==> src/hw/rtl/kpi_pkg.sv <==
`timescale 1ns / 1ps

package kpi_pkg;

  // Sizing of the stores
  localparam int JOINTS    = 16;
  localparam int MAX_STEPS = 64;

  // Fixed field widths
  localparam int ANGLE_W    = 16;
  localparam int TICK_W     = 24;
  localparam int TIME_W     = 32;
  localparam int STEPS_W    = 7;
  localparam int JOINT_W    = 4;
  localparam int STEP_NUM_W = 6;

  // Derived widths
  localparam int JOINT_AW = (JOINTS > 1) ? $clog2(JOINTS) : 1;
  localparam int STEP_AW  = (MAX_STEPS > 1) ? $clog2(MAX_STEPS) : 1;
  localparam int STEP_CW  = $clog2(MAX_STEPS + 1);
  localparam int CMP_W    = (STEP_CW > STEPS_W) ? STEP_CW : STEPS_W;
  localparam int ANGLE_DEPTH = MAX_STEPS * JOINTS;
  localparam int ANGLE_AW = (ANGLE_DEPTH > 1) ? $clog2(ANGLE_DEPTH) : 1;
  localparam int TIM_W    = 2 * TICK_W;
  localparam int DIFF_W   = ANGLE_W + 1;
  localparam int PROD_W   = DIFF_W + TICK_W;
  localparam int QUO_W    = DIFF_W;
  localparam int DCNT_W   = $clog2(QUO_W);

  typedef enum logic [1:0] {
    MODE_TIMING = 2'd0,
    MODE_ANGLE  = 2'd1,
    MODE_START  = 2'd2,
    MODE_QUERY  = 2'd3
  } kpi_mode_t;

  typedef enum logic [3:0] {
    ST_IDLE,
    ST_WALK_CHK,
    ST_WALK_PAUSE,
    ST_WALK_MOVE,
    ST_J_PREV,
    ST_J_TGT,
    ST_J_MUL,
    ST_J_DLOAD,
    ST_J_DIV,
    ST_J_OUT
  } kpi_state_t;

  typedef struct packed {
    kpi_mode_t                mode;
    logic [STEP_NUM_W-1:0]    step_number;
    logic [JOINT_W-1:0]       joint_number;
    logic signed [ANGLE_W-1:0] joint_angle;
    logic [TICK_W-1:0]        pause_ticks;
    logic [TICK_W-1:0]        move_ticks;
    logic [TIME_W-1:0]        query_time;
  } kpi_in_t;

  typedef struct packed {
    logic [JOINT_W-1:0]        out_joint;
    logic signed [ANGLE_W-1:0] out_angle;
    logic                      last_joint;
  } kpi_out_t;

  // Controller to datapath
  typedef struct packed {
    logic load_query;
    logic walk_pause;
    logic walk_adv;
    logic set_interp;
    logic prev_sel;
    logic take_prev;
    logic mul;
    logic div_load;
    logic div_step;
    logic emit;
  } kpi_cmd_t;

  // Datapath to controller
  typedef struct packed {
    logic walk_done;
    logic hit_pause;
    logic hit_move;
    logic interp;
    logic div_last;
    logic joint_last;
  } kpi_sts_t;

  function automatic logic [ANGLE_AW-1:0] angle_addr(input int step, input int joint);
    angle_addr = ANGLE_AW'(step * JOINTS + joint);
  endfunction

endpackage

==> src/hw/rtl/kpi_ctrl.sv <==
`timescale 1ns / 1ps

module kpi_ctrl (
  input  logic              clk,
  input  logic              rst_n,
  input  logic              query_go,
  input  kpi_pkg::kpi_sts_t sts,
  output kpi_pkg::kpi_cmd_t cmd,
  output logic              busy
);

  kpi_pkg::kpi_state_t state_r, state_nxt;

  always_comb begin
    state_nxt = state_r;
    case (state_r)
      kpi_pkg::ST_IDLE: begin
        if (query_go) state_nxt = kpi_pkg::ST_WALK_CHK;
      end
      kpi_pkg::ST_WALK_CHK: begin
        state_nxt = sts.walk_done ? kpi_pkg::ST_J_PREV : kpi_pkg::ST_WALK_PAUSE;
      end
      kpi_pkg::ST_WALK_PAUSE: begin
        state_nxt = sts.hit_pause ? kpi_pkg::ST_J_PREV : kpi_pkg::ST_WALK_MOVE;
      end
      kpi_pkg::ST_WALK_MOVE: begin
        state_nxt = sts.hit_move ? kpi_pkg::ST_J_PREV : kpi_pkg::ST_WALK_CHK;
      end
      kpi_pkg::ST_J_PREV:  state_nxt = kpi_pkg::ST_J_TGT;
      kpi_pkg::ST_J_TGT: begin
        state_nxt = sts.interp ? kpi_pkg::ST_J_MUL : kpi_pkg::ST_J_OUT;
      end
      kpi_pkg::ST_J_MUL:   state_nxt = kpi_pkg::ST_J_DLOAD;
      kpi_pkg::ST_J_DLOAD: state_nxt = kpi_pkg::ST_J_DIV;
      kpi_pkg::ST_J_DIV: begin
        if (sts.div_last) state_nxt = kpi_pkg::ST_J_OUT;
      end
      kpi_pkg::ST_J_OUT: begin
        state_nxt = sts.joint_last ? kpi_pkg::ST_IDLE : kpi_pkg::ST_J_PREV;
      end
      default: state_nxt = kpi_pkg::ST_IDLE;
    endcase
  end

  always_comb begin
    cmd = '0;
    case (state_r)
      kpi_pkg::ST_IDLE:       cmd.load_query = query_go;
      kpi_pkg::ST_WALK_PAUSE: cmd.walk_pause = 1'b1;
      kpi_pkg::ST_WALK_MOVE: begin
        cmd.walk_adv   = !sts.hit_move;
        cmd.set_interp = sts.hit_move;
      end
      kpi_pkg::ST_J_PREV:     cmd.prev_sel  = 1'b1;
      kpi_pkg::ST_J_TGT:      cmd.take_prev = 1'b1;
      kpi_pkg::ST_J_MUL:      cmd.mul       = 1'b1;
      kpi_pkg::ST_J_DLOAD:    cmd.div_load  = 1'b1;
      kpi_pkg::ST_J_DIV:      cmd.div_step  = 1'b1;
      kpi_pkg::ST_J_OUT:      cmd.emit      = 1'b1;
      default:                cmd = '0;
    endcase
  end

  assign busy = (state_r != kpi_pkg::ST_IDLE);

  always_ff @(posedge clk) begin
    if (!rst_n) begin
      state_r <= kpi_pkg::ST_IDLE;
    end else begin
      state_r <= state_nxt;
    end
  end

  // The divide path is only taken for a joint inside a move
  a_mul_needs_interp: assert property (@(posedge clk) disable iff (!rst_n)
    state_r == kpi_pkg::ST_J_MUL |-> sts.interp)
    else $error("multiply entered outside a move");

  a_div_exit: assert property (@(posedge clk) disable iff (!rst_n)
    (state_r == kpi_pkg::ST_J_DIV && sts.div_last) |=> state_r == kpi_pkg::ST_J_OUT)
    else $error("divider did not hand over to output");

  a_pose_end: assert property (@(posedge clk) disable iff (!rst_n)
    (state_r == kpi_pkg::ST_J_OUT && sts.joint_last) |=> !busy)
    else $error("still busy after the final joint");

endmodule

==> config.mk <==
export PLATFORM = sky130hd
export DESIGN_NAME = kpi_ctrl
export DESIGN_NICKNAME = d
export VERILOG_FILES = /design/src/hw/rtl/kpi_pkg.sv /design/src/hw/rtl/kpi_ctrl.sv
export SDC_FILE = /design/constraint.sdc
export NUM_CORES = 1
export LEC_CHECK = 0
export ABC_AREA = 1
export BUFFER_PORTS_ARGS = -buffer_cell sky130_fd_sc_hd__buf_2
export CAP_MARGIN = 25
export CORE_MARGIN = 3
export CORE_UTILIZATION = 30
export DETAILED_ROUTE_END_ITERATION = 12
export PLACE_DENSITY_LB_ADDON = 0.05
export SETUP_SLACK_MARGIN = 0.2
export SYNTH_ARGS = -nofsm -noshare
export SYNTH_HDL_FRONTEND = slang
export SYNTH_SLANG_ARGS = --single-unit
==> constraint.sdc <==
create_clock -name clk -period 1.5 [get_ports clk]
set_clock_uncertainty 0.15 [all_clocks]
set_input_delay 0.225 -clock clk [delete_from_list [all_inputs] [get_ports clk]]
set_output_delay 0.225 -clock clk [all_outputs]
set_load 0.05 [all_outputs]
Yosys cells after proc, flatten, opt, wreduce, memory -nomap -nowiden

Cells that the tools add are included.
Widths: inputs -> output; s select.

Flip-flop bits (word level): 4
Word-level logic and storage cells: 33

Equality and inequality tests: 11
Mux-type cells: 17
Reductions and logical operators: 4

Operator list:

| kind               | number |
|---|---|
| $pmux 4 s10        | 1 |
| $eq 4x3->1 const B | 4 |
| $mux 3             | 4 |
| $mux 4             | 3 |
| $eq 4x2->1 const B | 2 |
| $eq 4x4->1 const B | 2 |
| $mux 1             | 8 |
| $eq 4x1->1 const B | 1 |
| $logic_not 4->1    | 1 |
| $ne 2x2->1 const B | 2 |
| $reduce_bool 4->1  | 1 |
| $mux 2             | 1 |
| $reduce_and 2->1   | 1 |
| $logic_not 1->1    | 1 |

Longest topological paths before layout

Gate-level depths: netlist of the first run.

Word-level depth: 3
Gate-level depth with buffers: 9
Depth with buffers taken out: 8

Least setup slack after synthesis of the first run

OpenSTA, ideal clock, no wires.

Kind: register to output
Start: reg state_r[3]
End: out cmd[8] (netlist bit)
Arrival: 1693 ps
Data required time: 1125 ps
Slack: -568 ps
Cell stages (with the launch flop): 4
Cell sequence: dfxtp_1 nor2_4 inv_1 nor3_1

RTL lines:

| item                   | RTL line       | RTL |
|---|---|---|
| start, declared        | kpi_ctrl.sv:12 | `kpi_pkg::kpi_state_t state_r, state_nxt;` |
| start signal, assigned | kpi_ctrl.sv:68 | `state_r <= kpi_pkg::ST_IDLE;` |
| start signal, assigned | kpi_ctrl.sv:70 | `state_r <= state_nxt;` |
| end, declared          | kpi_ctrl.sv:8  | `output kpi_pkg::kpi_cmd_t cmd,` |

==> reports/metrics.cfg, run 1 <==
[worst_setup_path]
critical_path_class = flip-flop to primary output
timing.rr.end = state_r[0]
worst_ep_required_time_ns = 1.12
worst_setup_path_start_kind = flip-flop
crit_fanout = 4
arrival_ns = 1.26
r2r_slack_ns = -0.09
reg2reg_from = state_r[2]
worst-r2r-cell-count = 10
endpoint_kind = primary output
cp-endpoint = cmd[9]
crit_start = state_r[2]

[place]
dpl.hpwl_um = 923.9
place_worst_setup_slack_ns = 0.03051
portBuffers = 19
gp_congestion = 0.7701
place_inst = 109
placement.cell_area_um2 = 645.6

[synthesis]
syn-cell-area_um2 = 404.1
ys_warn_count = 0
syn_area_per_cell_um2 = 5.536
synth_cells = 73
synth-seq-cells = 4
syn-num-nets = 82
yosys.cell_types.count = 17
ys_seq_area_share_pct = 19.81

[final_layout]
largest_reg_flops = 4
layout_common_cells = buf_4 (16), nor2_4 (10), buf_6 (10)
reg_top3 = state_r (4)
top_register = state_r
drive_gt1_share_pct = 69.49
layoutNonFillerInstCount = 132
final_common_cell = buf_4
diodes = 0
fillers = 72
syn_to_final_growth_pct = 146.4
nets = 128
stdcell_area_um2 = 996.0

[sta]
rsz0062_at_grt = yes
finalWorstPathRequiredPeriod_ns = 1.633
period_share_pct = 108.8
max_freq_mhz = 612.5
slew_viol_final = 0
maxSlewHeadroom_pct = 83.53
worstMarginPinSlew_ns = 0.2488
finalSetupViolations = 13
fin_ws_ns = -0.1327
finalHoldViolCount = 0
hold_slack_ns = 0.1131

[global_route]
grt_overflow = 0
grt_pass1_wl_um = 2670
grt_util_all_layers_pct = 19.57
grt_pass1_vias = 579
use_met1_pct = 23.86
met2_usage_pct = 33.83
grt_antenna_before_repair = 0
grt_use_met3_pct = 2.966
grt_max_degree = 9
top_usage_layer = met2

[clocking]
ctsHtreeMaxLevel = 1
cts_hold_buf = 0
path_clk_slew_ns = 0.05
insertion_delay_ns = 0.26
cts_buffer_depth = 2
numCtsBuffers = 3
cts_tree = built
root_buffer = clkbuf_4
clkSinkCount = 4

[die]
die_area_mm2 = 0.001824
row_count = 12
ioPinCount = 20
start_util_pct = 34.07
die-width_um = 42.71
core_area_mm2 = 0.001186
die_h_um = 42.71

[power]
power_mw = 1.809
power.density_mw_per_mm2 = 1817
p_leak_nw = 0.4735
peakVddDrop_uv = 1472

[drt]
dr.pass1.iters = 4
vias = 637
drc = 0
ant_nets = 0
vias_per_cell = 4.826
routed_wl_um = 1940
drtIter0Drc = 11
routedWlPerCell_um = 14.70

[run_status]
violations = setup timing
run_status = finished with violations

[job]
maxCapViolations = 0

[min_path]
hold_path_class = input port to flip-flop

==> cells by family (layout without fill, tap and decap cells) <==
| group | after synthesis | in the layout | share of synthesized area [%] |
|---|---|---|---|
| and+or+nand+nor | 47 | 47 | 57.58 |
| DFF | 4 | 4 | 19.82 |
| buffers and inverters | 19 | 64 | 18.58 |
| AOI/OAI and AO/OA | 3 | 3 | 4.023 |
==> where the power goes <==
group,switching [mW],internal (mW)
Sequential,0.114,0.156
Combinational,0.758,0.612
Clock,0.0683,0.101
Total,0.940,0.870
==> worst min path at each step <==
stage / start / to / slack, ns / cells after the start
after floorplan: rst_n / state_r[1] / 0.25 / 2
after global placement: rst_n / state_r[0] / 0.35 / 3
after detailed placement: rst_n / state_r[0] / 0.35 / 3
after CTS: rst_n / state_r[0] / 0.10 / 3
after global routing: rst_n / state_r[0] / 0.13 / 3
final: rst_n / state_r[0] / 0.11 / 3
==> metrics by stage <==
stage                     utilization (%)  TNS, ns
final                               83.97   -1.070
after detailed placement            54.43        0
after global routing                83.97   -1.790
after CTS                           77.74  -0.4679
after floorplan                         -        0
after global placement              54.43        0
==> cells in the mapped netlist <==
cell type	count	area (um2)
a31oi_1	1	6.260
nor2_2	3	18.77
clkinv_1	1	3.750
nand3b_1	2	15.01
inv_2	2	7.510
dfxtp_1	4	80.08
nand2_4	1	11.26
nand2_1	16	60.06
nor3_1	3	15.01
o21ai_1	1	5.000
inv_1	15	56.30
nand3_2	1	10.01
buf_4	1	7.510
nor2_4	2	22.52
nand3_1	7	35.03
a21oi_1	1	5.000
nor2_1	12	45.04
==> what timing repair did <==
action,in CTS,in global routing
gates resized for setup,42,8
pin swaps,13,10
endpoints found under the setup margin,14,15
setup buffers,13,6
==> area by class of cell <==
class,count,area (um2),share of cell area (%)
clock buffers,4,26.28,2.638
well taps,14,17.52,1.759
flip-flops and latches,4,95.09,9.548
repair buffers,42,387.9,38.94
inverters,18,91.34,9.171
multi-input cells,50,377.9,37.94
==> routing by layer <==
layer	up-vias	part of all wire, %
met5	-	0
li1	312	-
met3	4	4.7
met1	293	42
met2	28	52
met4	0	1.7
==> critical path: stages, from the launching register on <==
cell and delay (ns):
dfxtp_4 0.37, nor2_4 0.20, buf_6 0.14, nand2_4 0.05, nor2_4 0.08, buf_8 0.15
Power figures use the tool's default switching activity.
==> inputs of run 2 (changes only) <==
==> constraint.sdc (replaced) <==
create_clock -name clk -period 1.5 [get_ports clk]
set_clock_uncertainty 0.15 [all_clocks]
set_input_delay 0.3 -clock clk [delete_from_list [all_inputs] [get_ports clk]]
set_output_delay 0.3 -clock clk [all_outputs]
set_load 0.05 [all_outputs]
==> run 2 against run 1 <==
The flow still finishes with violations (setup timing); global-route usage increased by 0.31 points; utilization increased by 1.7 points; wire length decreased by 8.6%; highest routed layer unchanged; largest power group unchanged; worst setup slack got worse by 0.052 ns.
==> reports/metrics.cfg, run 2 (synthesis gave the netlist of run 1 again) <==
[run_status]
run_status = finished with violations
violations = setup timing

[clocking]
numCtsBuffers = 3
ctsHtreeMaxLevel = 1
cts_buffer_depth = 2
cts_tree = built
clkSinkCount = 4
cts_hold_buf = 0
root_buffer = clkbuf_4
insertion_delay_ns = 0.24
path_clk_slew_ns = 0.04

[place]
portBuffers = 19
gp_congestion = 0.8070
dpl.hpwl_um = 1033
place_worst_setup_slack_ns = -0.03179
placement.cell_area_um2 = 720.7

[final_layout]
final_common_cell = buf_4
syn_to_final_growth_pct = 151.4
largest_reg_flops = 4
layout_common_cells = buf_4 (16), buf_6 (11), nor2_4 (10)
diodes = 0
drive_gt1_share_pct = 72.88
nets = 128
stdcell_area_mm2 = 0.001016
reg_top3 = state_r (4)
top_register = state_r

[drt]
top_layer = met4
ant_nets = 0
route.met3.wl_um = 130
vias_per_cell = 4.833
vias = 638
route.met2.wl_um = 893
routed_wl_um = 1773
wl_met1_um = 684
routedWlPerCell_um = 13.43
dr.pass1.iters = 4
drc = 0
drtIter0Drc = 17

[die]
die-width_um = 42.71
start_util_pct = 34.07
core_area_mm2 = 0.001186
ioPinCount = 20
die_area_mm2 = 0.001824
die_h_um = 42.71
row_count = 12

[global_route]
grt_overflow = 0
grt_max_degree = 9
grt_pass1_wl_um = 2794
grt_pass1_vias = 628
grt_util_all_layers_pct = 19.88
grt_antenna_before_repair = 0

[min_path]
min_from = rst_n
hold_path_class = input port to flip-flop

[job]
maxCapViolations = 0

[sta]
finalSetupViolations = 11
maxSlewHeadroom_pct = 84.95
finalWorstPathRequiredPeriod_ns = 1.684
period_share_pct = 112.3
worstMarginPinSlew_ns = 0.2252
slew_viol_final = 0
fin_ws_ns = -0.1844
max_freq_mhz = 593.7
finalHoldViolCount = 0
finalSetupTns_ns = -1.347
rsz0062_at_grt = yes

[worst_setup_path]
worst_setup_path_start_kind = flip-flop
crit_fanout = 5
arrival_ns = 1.23
reg2reg_from = state_r[0]
endpoint_kind = primary output
critical_path_class = flip-flop to primary output
worst_ep_required_time_ns = 1.05
crit_start = state_r[2]

[power]
power.density_mw_per_mm2 = 1735
power_mw = 1.763
peakVddDrop_uv = 1833
p_leak_nw = 0.4983

## run 2: area by class of cell
| cell class | count | area (um2) |
|---|---|---|
| clock buffers | 4 | 26.28 |
| repair buffers | 42 | 389.1 |
| well taps | 14 | 17.52 |
| fillers | 70 | 170.2 |
| multi-input cells | 50 | 396.6 |
| inverters | 18 | 91.34 |
| flip-flops and latches | 4 | 95.09 |
## run 2: worst paths after layout
check             slack (ns)  cells past startpoint          to
hold / removal          0.19                      3  state_r[0]
setup reg to reg        0.01                      9  state_r[0]
setup / recovery       -0.18                      4      cmd[8]
hold reg to reg         0.59                      4  state_r[1]
## run 2: critical path: stages, from the launching register on
cell and delay, ns:
dfxtp_4 0.36, nor2_4 0.22, inv_2 0.09, nor3_4 0.14
buf_6 0.18
## run 2: power breakdown
| part | total, mW | switching (mW) | internal (mW) |
|---|---|---|---|
| Clock | 0.157 | 0.0561 | 0.101 |
| Combinational | 1.34 | 0.746 | 0.597 |
| Sequential | 0.263 | 0.106 | 0.156 |
| Total | 1.76 | 0.909 | 0.854 |
## run 2: layer usage
layer  GRT usage (%)  vias to the layer above
met3           3.390                        8
met5               0                        -
met4           5.590                        0
met2           35.63                       35
met1           23.74                      283
li1                -                      312
## run 2: stage by stage
step | utilization (%) | instances | hold WS, ns
3_5_place_dp | 60.76 | 117 | 0.4312
3_3_place_gp | 60.76 | 117 | 0.4297
6_report | 85.65 | 132 | 0.1929
4_1_cts | 77.95 | 127 | 0.1708
2_1_floorplan | - | 73 | 0.3203
5_1_grt | 85.65 | 132 | 0.2179
## run 2: timing repair
action / in CTS / in global routing
buffers inserted: 6 / 5
hold endpoints to repair: 0 / 0
pin swaps: 12 / 9
resized for setup: 40 / 14
endpoints found under the setup margin: 14 / 15
cloned: 0 / 0
